$ cat src/bqd_pkg.sv
// Shared types, constants and the sequencer microcode ROM for the biquad section.
`default_nettype none
package bqd_pkg;

    localparam int COEF_WIDTH    = 20;
    localparam int NUM_COEFS     = 5;
    localparam int CFG_INDEX_W   = 3;
    localparam int STEP_W        = 3;
    localparam int COEF_B0_RESET = 65536;

    typedef logic signed [COEF_WIDTH-1:0] coef_t;

    // Coefficient register indexes, also the multiplier coefficient select.
    typedef enum logic [CFG_INDEX_W-1:0] {
        COEF_B0 = 3'd0,
        COEF_B1 = 3'd1,
        COEF_B2 = 3'd2,
        COEF_A1 = 3'd3,
        COEF_A2 = 3'd4
    } coef_sel_t;

    typedef enum logic {
        MUL_X = 1'b0,
        MUL_Y = 1'b1
    } mul_src_t;

    // Left operand of the adder; the product register is always the right one.
    typedef enum logic [1:0] {
        BASE_ACC  = 2'd0,
        BASE_D1   = 2'd1,
        BASE_D2   = 2'd2,
        BASE_ZERO = 2'd3
    } base_sel_t;

    typedef struct packed {
        logic      mul_en;
        coef_sel_t coef_sel;
        mul_src_t  mul_src;
        base_sel_t base_sel;
        logic      sub;
        logic      acc_en;
        logic      y_en;
        logic      d1_en;
        logic      d2_en;
        logic      last;
    } ucode_t;

    localparam ucode_t UCODE_NOP = '{
        mul_en: 1'b0, coef_sel: COEF_B0, mul_src: MUL_X, base_sel: BASE_ACC,
        sub: 1'b0, acc_en: 1'b0, y_en: 1'b0, d1_en: 1'b0, d2_en: 1'b0, last: 1'b0
    };

    // Program: y = b0*x + d1; d1 = d2 + b1*x - a1*y; d2 = b2*x - a2*y.
    // A product issued at one step is added at the next.
    function automatic ucode_t ucode_word(input logic [STEP_W-1:0] step);
        ucode_t w;
        w = UCODE_NOP;
        unique case (step)
            3'd0: begin
                w.mul_en = 1'b1; w.coef_sel = COEF_B0; w.mul_src = MUL_X;
            end
            3'd1: begin
                w.mul_en = 1'b1; w.coef_sel = COEF_B1; w.mul_src = MUL_X;
                w.base_sel = BASE_D1; w.acc_en = 1'b1;
            end
            3'd2: begin
                // acc holds b0*x + d1 here: round it into y
                w.y_en = 1'b1;
                w.base_sel = BASE_D2; w.acc_en = 1'b1;
            end
            3'd3: begin
                w.mul_en = 1'b1; w.coef_sel = COEF_A1; w.mul_src = MUL_Y;
            end
            3'd4: begin
                w.mul_en = 1'b1; w.coef_sel = COEF_A2; w.mul_src = MUL_Y;
                w.base_sel = BASE_ACC; w.sub = 1'b1; w.d1_en = 1'b1;
            end
            3'd5: begin
                w.mul_en = 1'b1; w.coef_sel = COEF_B2; w.mul_src = MUL_X;
                w.base_sel = BASE_ZERO; w.sub = 1'b1; w.acc_en = 1'b1;
            end
            3'd6: begin
                w.base_sel = BASE_ACC; w.d2_en = 1'b1; w.last = 1'b1;
            end
            default: begin
                w = UCODE_NOP;
            end
        endcase
        return w;
    endfunction

endpackage
`default_nettype wire

$ cat src/biquad_iir_filter.sv
// Biquad IIR section, transposed direct form II, run by a microcoded sequencer.
// From input word to output register the program runs 7 ROM steps on one multiplier.
// The input stays closed while a word is in work; it is ready again as soon as the
// result lands in the output register, which then waits for the sink on its own.
// The last step holds while an earlier result still sits unread in the output register.
// Reset (aresetn low, synchronous) clears the state words, sets b0 = 1.0 and others 0.
`default_nettype none
module biquad_iir_filter #(
    parameter int SAMPLE_WIDTH   = 16,
    parameter int COEF_FRAC_BITS = 16,
    parameter int STATE_WIDTH    = 40
) (
    input  wire logic                                 aclk,
    input  wire logic                                 aresetn,
    // configuration write channel
    input  wire logic                                 cfg_valid,
    output logic                                      cfg_ready,
    input  wire logic [bqd_pkg::CFG_INDEX_W-1:0]      cfg_index,
    input  wire logic [bqd_pkg::COEF_WIDTH-1:0]       cfg_data,
    // input samples
    input  wire logic                                 s_tvalid,
    output logic                                      s_tready,
    input  wire logic [((SAMPLE_WIDTH+7)/8)*8-1:0]    s_tdata,  // [SAMPLE_WIDTH-1:0] sample_in
    // output samples
    output logic                                      m_tvalid,
    input  wire logic                                 m_tready,
    output logic [((SAMPLE_WIDTH+7)/8)*8-1:0]         m_tdata,  // [SAMPLE_WIDTH-1:0] sample_out
    output logic                                      m_tuser   // [0] clipped
);
    import bqd_pkg::*;

    localparam int TDATA_W = ((SAMPLE_WIDTH + 7) / 8) * 8;
    localparam int PROD_W  = COEF_WIDTH + SAMPLE_WIDTH;
    localparam int ACC_A   = ((PROD_W > STATE_WIDTH) ? PROD_W : STATE_WIDTH) + 2;
    localparam int ACC_B   = SAMPLE_WIDTH + COEF_FRAC_BITS + 2;
    localparam int ACC_W   = (ACC_A > ACC_B) ? ACC_A : ACC_B;
    localparam int RND_W   = ACC_W - COEF_FRAC_BITS;

    localparam logic signed [STATE_WIDTH-1:0]  ST_MAX = {1'b0, {(STATE_WIDTH-1){1'b1}}};
    localparam logic signed [STATE_WIDTH-1:0]  ST_MIN = {1'b1, {(STATE_WIDTH-1){1'b0}}};
    localparam logic signed [SAMPLE_WIDTH-1:0] Y_MAX  = {1'b0, {(SAMPLE_WIDTH-1){1'b1}}};
    localparam logic signed [SAMPLE_WIDTH-1:0] Y_MIN  = {1'b1, {(SAMPLE_WIDTH-1){1'b0}}};
    localparam logic signed [ACC_W-1:0]        HALF   = ACC_W'(1) << (COEF_FRAC_BITS - 1);

    coef_t                     coef_reg [NUM_COEFS];
    logic signed [STATE_WIDTH-1:0]  d1_reg, d2_reg;
    logic signed [SAMPLE_WIDTH-1:0] x_reg, y_reg;
    logic signed [PROD_W-1:0]       prod_reg;
    logic signed [ACC_W-1:0]        acc_reg;
    logic [STEP_W-1:0]              step_reg;
    logic                           busy_reg;
    logic                           clip_reg;
    logic                           out_valid_reg;
    logic [SAMPLE_WIDTH-1:0]        out_sample_reg;
    logic                           out_clip_reg;

    ucode_t                         ctrl;
    logic                           s_accept, cfg_write, out_free, advance, finish;
    logic signed [SAMPLE_WIDTH-1:0] mul_op;
    logic signed [PROD_W-1:0]       prod_next;
    logic signed [ACC_W-1:0]        base, sum;
    logic                           st_ovf;
    logic signed [STATE_WIDTH-1:0]  st_sat;
    logic signed [ACC_W-1:0]        rnd_full;
    logic signed [RND_W-1:0]        rnd;
    logic                           y_ovf;
    logic signed [SAMPLE_WIDTH-1:0] y_next;

    assign cfg_ready = 1'b1;
    assign cfg_write = cfg_valid && cfg_ready;
    assign s_tready  = !busy_reg;
    assign s_accept  = s_tvalid && s_tready;
    assign out_free  = !out_valid_reg || m_tready;

    assign ctrl    = ucode_word(step_reg);
    // hold the final step while the output register is still occupied
    assign advance = busy_reg && !(ctrl.last && !out_free);
    assign finish  = advance && ctrl.last;

    assign m_tvalid = out_valid_reg;
    assign m_tdata  = TDATA_W'(out_sample_reg);
    assign m_tuser  = out_clip_reg;

    // multiplier
    always_comb begin
        mul_op    = (ctrl.mul_src == MUL_Y) ? y_reg : x_reg;
        prod_next = PROD_W'(coef_reg[ctrl.coef_sel]) * PROD_W'(mul_op);
    end

    // adder and state saturation
    always_comb begin
        case (ctrl.base_sel)
            BASE_ACC: base = acc_reg;
            BASE_D1:  base = ACC_W'(d1_reg);
            BASE_D2:  base = ACC_W'(d2_reg);
            default:  base = '0;
        endcase
        sum    = ctrl.sub ? (base - ACC_W'(prod_reg)) : (base + ACC_W'(prod_reg));
        st_ovf = (sum[ACC_W-1:STATE_WIDTH-1] != '0) && (sum[ACC_W-1:STATE_WIDTH-1] != '1);
        st_sat = st_ovf ? (sum[ACC_W-1] ? ST_MIN : ST_MAX) : sum[STATE_WIDTH-1:0];
    end

    // round half up, then saturate to the sample range
    always_comb begin
        rnd_full = acc_reg + HALF;
        rnd      = rnd_full[ACC_W-1:COEF_FRAC_BITS];
        y_ovf    = (rnd[RND_W-1:SAMPLE_WIDTH-1] != '0) && (rnd[RND_W-1:SAMPLE_WIDTH-1] != '1);
        y_next   = y_ovf ? (rnd[RND_W-1] ? Y_MIN : Y_MAX) : rnd[SAMPLE_WIDTH-1:0];
    end

    // sequencer control
    always_ff @(posedge aclk) begin
        if (!aresetn) begin
            busy_reg <= 1'b0;
            step_reg <= '0;
        end else if (s_accept) begin
            busy_reg <= 1'b1;
            step_reg <= '0;
        end else if (finish) begin
            busy_reg <= 1'b0;
            step_reg <= '0;
        end else if (advance) begin
            step_reg <= step_reg + STEP_W'(1);
        end
    end

    // coefficients and state words
    always_ff @(posedge aclk) begin
        if (!aresetn) begin
            coef_reg[COEF_B0] <= COEF_WIDTH'(COEF_B0_RESET);
            coef_reg[COEF_B1] <= '0;
            coef_reg[COEF_B2] <= '0;
            coef_reg[COEF_A1] <= '0;
            coef_reg[COEF_A2] <= '0;
            d1_reg            <= '0;
            d2_reg            <= '0;
        end else if (cfg_write) begin
            if (cfg_index < CFG_INDEX_W'(NUM_COEFS)) begin
                coef_reg[cfg_index] <= cfg_data;
                d1_reg              <= '0;
                d2_reg              <= '0;
            end
        end else if (advance) begin
            if (ctrl.d1_en) d1_reg <= st_sat;
            if (ctrl.d2_en) d2_reg <= st_sat;
        end
    end

    // datapath registers
    always_ff @(posedge aclk) begin
        if (s_accept) begin
            x_reg <= s_tdata[SAMPLE_WIDTH-1:0];
        end
        if (advance) begin
            if (ctrl.mul_en) prod_reg <= prod_next;
            if (ctrl.acc_en) acc_reg  <= sum;
            if (ctrl.y_en)   y_reg    <= y_next;
        end
    end

    // clip flag gathers over one word
    always_ff @(posedge aclk) begin
        if (!aresetn) begin
            clip_reg <= 1'b0;
        end else if (s_accept) begin
            clip_reg <= 1'b0;
        end else if (advance) begin
            clip_reg <= clip_reg | (ctrl.y_en & y_ovf) | ((ctrl.d1_en | ctrl.d2_en) & st_ovf);
        end
    end

    // output register
    always_ff @(posedge aclk) begin
        if (!aresetn) begin
            out_valid_reg <= 1'b0;
        end else if (finish) begin
            out_valid_reg <= 1'b1;
        end else if (m_tready) begin
            out_valid_reg <= 1'b0;
        end
    end

    always_ff @(posedge aclk) begin
        if (finish) begin
            out_sample_reg <= y_reg;
            out_clip_reg   <= clip_reg | (ctrl.d2_en & st_ovf);
        end
    end

endmodule
`default_nettype wire

$ cat config.mk
export PLATFORM = sky130hd
export DESIGN_NAME = biquad_iir_filter
export DESIGN_NICKNAME = d
export VERILOG_FILES = /design/src/bqd_pkg.sv /design/src/biquad_iir_filter.sv
export SDC_FILE = /design/constraint.sdc
export NUM_CORES = 2
export LEC_CHECK = 0
export ABC_AREA = 1
export CORE_AREA = 2 2 231 233
export CTS_BUF_LIST = sky130_fd_sc_hd__clkbuf_16
export DETAILED_ROUTE_END_ITERATION = 8
export DIE_AREA = 0 0 233 235
export DONT_BUFFER_PORTS = 1
export GPL_TIMING_DRIVEN = 1
export PLACE_DENSITY = 0.85
export SLEW_MARGIN = 15
export SYNTH_ARGS = -nofsm -noshare
export SYNTH_HDL_FRONTEND = slang
export SYNTH_SLANG_ARGS = --single-unit
export TNS_END_PERCENT = 50
$ cat constraint.sdc
create_clock -name aclk -period 9.7 [get_ports aclk]
set_input_delay 0.485 -clock aclk [delete_from_list [all_inputs] [get_ports aclk]]
set_output_delay 0.485 -clock aclk [all_outputs]
set_load 0.005 [all_outputs]
# [Yosys cells after proc, flatten, opt, wreduce, memory -nomap -nowiden]
# Memory sizes are Yosys's and may differ from the RTL's.
# Cells that the tools add are included.
[op_classes] n_addsub=4 multipliers=1 magnitude_cmp=1 n_eq_ne=11 muxes=33 bitwise_logic=8 n_reduce_logical=30
[ops] op="$mux W40" n=9
[ops] op="$pmux W42 S3" n=1
[ops] op="$mux W16" n=3
[ops] op="$add A42 B17 Y42 const B" n=1
[ops] op="$add A42 B36 Y42" n=1
[ops] op="$mux W42" n=1
[ops] op="$sub A42 B36 Y42" n=1
[ops] op="$mul A20 B16 Y36" n=1
[ops] op="$pmux W5 S5" n=1
[ops] op="$mux W20" n=1
[ops] op="$reduce_or A20 Y1" n=1
[ops] op="$mux W1" n=14
[ops] op="$ne A11 B11 Y1 const B" n=1
[ops] op="$reduce_bool A11 Y1" n=1
[ops] op="$reduce_bool A2 Y1" n=5
[ops] op="$eq A3 B3 Y1 const B" n=3
[ops] op="$eq A3 B2 Y1 const B" n=2
[ops] op="$logic_and A1 B1 Y1" n=6
[ops] op="$pmux W2 S3" n=1
[ops] op="$reduce_and A2 Y1" n=3
[ops] op="$reduce_and A3 Y1" n=2
[ops] op="$reduce_or A3 Y1" n=2
[ops] op="$logic_not A1 Y1" n=4
[ops] op="$or A1 B1 Y1" n=4
[ops] op="other kinds (16)" n=19
[word_totals] reg_bits=213 ramBits=100 output_inout_bits=20 word_cells=101 memories=1
[memory_table] name="coef_reg" words=5 word_bits=20 read_ports=1 rd_clocked_by_memory_dff=0 wr=5 line_no="biquad_iir_filter.sv:45" text="coef_t coef_reg [NUM_COEFS];"

# [Longest topological paths before layout]
[logic_depth] depth_word=12 ltp_mapped=36

# [Least setup slack after synthesis]
# Ideal clock, no wire load.
[synth_timing] kind="register -> register" start="register step_reg[0]" end="register prod_reg[31], data pin" setup_time_ns=0.259 arrival_time_ns=6.731 path_slack_ns=2.710 path_stages_with_launch=35 n_path_buf=2 synth_period_minus_slack_ns=6.990 cell_sequence="dfxtp_1 -> ha_1 -> ha_1 -> a21oi_4 -> inv_2 -> buf_2 -> clkbuf_1 -> nand2_1 -> a32o_1 -> nand2_1 -> o21ai_2 -> inv_1 -> nand2_1 -> fa_1 -> inv_1 -> fa_1 -> inv_1 -> fa_1 -> inv_1 -> fa_1 -> fa_1 -> inv_1 -> fa_1 -> inv_1 -> ha_1 -> nand2_1 -> nor2_1 -> inv_1 -> or2_2 -> o2111ai_1 -> nand2_1 -> nand2_1 -> a21oi_1 -> o211ai_1 -> nand2_1"
[synth_between] elab_chain_cells=4
[synth_lines] item="start: declaration" line_no="biquad_iir_filter.sv:50" text="logic [STEP_W-1:0] step_reg;"
[synth_lines] item="start signal: assignment" line_no="biquad_iir_filter.sv:123" text="step_reg <= step_reg + STEP_W'(1);"
[synth_lines] item="$eq A3 B3 Y1 (tied with other cells)" line_no="bqd_pkg.sv:58" text="unique case (step)"
[synth_lines] item="$pmux W5 S5 *" line_no="bqd_pkg.sv:58"
[synth_lines] item="$mem_v2 Z5 W20 / $mux W16 (equally long branches)"
[synth_lines] item="$mul A20 B16 Y36 *" line_no="biquad_iir_filter.sv:87" text="prod_next = PROD_W'(coef_reg[ctrl.coef_sel]) * PROD_W'(mul_op);"
[synth_lines] item="named net prod_next[31]" line_no="biquad_iir_filter.sv:60" text="logic signed [PROD_W-1:0] prod_next;"
[synth_lines] item="end signal: assignment" line_no="biquad_iir_filter.sv:155" text="if (ctrl.mul_en) prod_reg <= prod_next;"
[synth_lines] item="end: declaration" line_no="biquad_iir_filter.sv:48" text="logic signed [PROD_W-1:0] prod_reg;"
# The timed path passes the listed nets; every way through them passes the cells marked *.
# A chain may end at the register's enable or synchronous reset.

# [Worst setup path in the final report]
[layout_timing] start="register step_reg[1]" end="register prod_reg[30], data pin"
# The elaborated chain is that of the path after synthesis.

==> qor.yml <==
die:
  core-area_um2: 52200
  io_pins: 64
  start_util_pct: 59.5
  die-area_um2: 54800
  die_h_um: 235
  die_x_um: 233
  core.rowCount: 84
synthesis:
  ys_ff_latch: 373
  yosys_warnings: 0
  seq_area_frac_synth_pct: 33.3
  synth.area.top_cells: "edfxtp_1 (28%), fa_1 (21%), nand2_1 (9.4%)"
  asyncSetResetFlopFracSynth_pct: 0
  post-synth-top-count-cell: "nand2_1"
  syn_inst: 3654
  ys_types: 52
  syn_avg_cell_area_um2: 8.51
  ys.flop_type: "edfxtp_1"
  synth_top_area_share_pct: 27.7
  syn_area_um2: 31100
  synth_top_cell_by_area: "edfxtp_1"
  synth_edf_count: 287
  synth_commonest_cells: "nand2_1 (782), inv_1 (659), nor2_1 (447)"
worst_setup_path:
  slowest_stage: "clkinv_1"
  arrival_ps: 9480
  path_max_fanout: 31
  end_kind: "register"
  cp_slowest_stage_delay_ps: 930
  start_kind: "register"
  critical_path_class: "reg -> reg"
  cp.required_ps: 10050
grt:
  grt_pass1_vias: 25565
  grt_max_degree: 90
  grt_pass1_wl_um: 135000
  overflow: 0
  antenna_found_initial: 0
  grt_usage_pct: 31.8
route:
  drtIter0Drc: 2553
  wl_per_cell_um: 19.3
  dr.pass1.iters: 8
  antenna_left: 0
  drc: 0
  viasPerCell: 5.68
  wl_um: 85700
  vias: 25181
final_layout:
  fin_area_um2: 33700
  drive_above_1_share_pct: 3.98
  areaGrowthSynthToFinish_pct: 8.44
  fin_nets: 4217
  fillers: 4165
  final_cells: 4434
  largest_reg_flops: 160
  antennaDiodeCount: 0
  utilization_pct: 64.5
sta:
  slew_viol_final: 0
  timing.fmax_ghz: 0.110
  worst_pin_slew_ps: 1140
  finalSetupViolCount: 0
  slew_headroom_pct: 23.8
  rsz0062_at_grt: "false"
  final-hold-violation-count: 0
  fin_skew_ps: 43.4
  period_share_pct: 94.1
  fin_crit_ps: 9130
  fin_tns_setup_ps: 0
place:
  dp_cells: 4331
  post_dp_cell_area_um2: 32100
  place_congestion: 1.02
  dp_hpwl_um: 63300
  io_buffers: 0
clock_tree:
  root_buffer: "clkbuf_16"
  cts-htree-levels: 2
  cts_tree: "yes"
  clock_path_buffers: 3
  cts_sinks: 373
  post_cts_buffers: 0
  clk_latency_ps: 590
  path_clk_slew_ps: 60
  cts_buffers: 42
hold_path:
  hp-class: "in -> reg"
run:
  drv_cap: 0
outcome:
  status: "finished clean"
kinds of logic (layout without fill, tap and decap cells):
logic type	Yosys count	in the layout	synth area share [%]
simple gates	1374	1374	17.4
buf+inv	790	823	9.71
compound gates	535	535	10.1
fa+ha+maj	458	458	26.1
flops	373	373	33.3
xor+xnor	121	121	3.41
other cells	2	61	0.0242
mux	1	1	0.0322
timing repair:
item	in CTS	in global routing
endpoints found under the hold margin	50	0
endpoints found under the setup margin	0	0
gates resized for setup	0	0
hold buffers	28	0
critical path, delay by kind of cell, from the launching register on:
kind            cells  cell delay (ps)
flops               1              460
fa+ha+maj           8             3200
simple gates        7              930
compound gates      7             3000
buf+inv             6             1260
per-layer routing:
| layer | vias to the layer above | part of all wire, % | global-route usage, % | wire [um] |
|---|---|---|---|---|
| met1 | 11983 | 38 | 40.3 | 32200 |
| met2 | 1314 | 48 | 52.8 | 40900 |
| met3 | 282 | 9.1 | 5.39 | 7810 |
| met5 | - | 0 | 0 | 0 |
| li1 | 11602 | - | - | - |
| met4 | 0 | 5.6 | 15.9 | 4840 |
path summary, 6_finish.rpt:
check	from	to	slack, ps	cells past startpoint
min	cfg_data[17]	coef_reg[5][17]$_DFFE_PP_	30	0
max	step_reg[1]$_SDFFE_PP0P_	prod_reg[30]$_DFFE_PP_	570	28
max reg2reg	step_reg[1]$_SDFFE_PP0P_	prod_reg[30]$_DFFE_PP_	570	28
min reg2reg	y_reg[14]$_DFFE_PP_	m_tdata[14]$_DFFE_PP_	460	0
cell type report:
class                      instances  area, um^2  share of cell area, %
multi-input combinational       2550       18000                   53.4
sequential                       373       10300                   30.7
inverter                         677        2540                   7.54
clock buffer                      43        1080                   3.19
tap                              688         861                   2.55
timing repair buffer              71         616                   1.83
clock inverter                    32         268                  0.794
cells in the final DEF (no fill, tap or decap), types with 28 or more instances in the layout:
master         instances
a21oi_1              203
a32o_1                32
buf_4                 42
clkbuf_16             43
conb_1                61
dfxtp_1               86
dlygate4sd3_1         28
edfxtp_1             287
fa_1                 319
ha_1                 139
inv_1                666
nand2_1              782
nand3_1               78
nor2_1               444
o21ai_0              158
o21ai_1               39
xnor2_1               33
xor2_1                88
per-stage QoR:
stage / setup WS [ps] / hold WS [ps]
after floorplan: 2710 / 421
after global placement: 869 / 447
after detailed placement: 671 / 447
after CTS: 674 / 16.6
after global routing: 167 / 16.8
final: 568 / 25.9
Power is not shown: default switching activity piles up to over one toggle a cycle in this logic, so the estimate is an artifact.
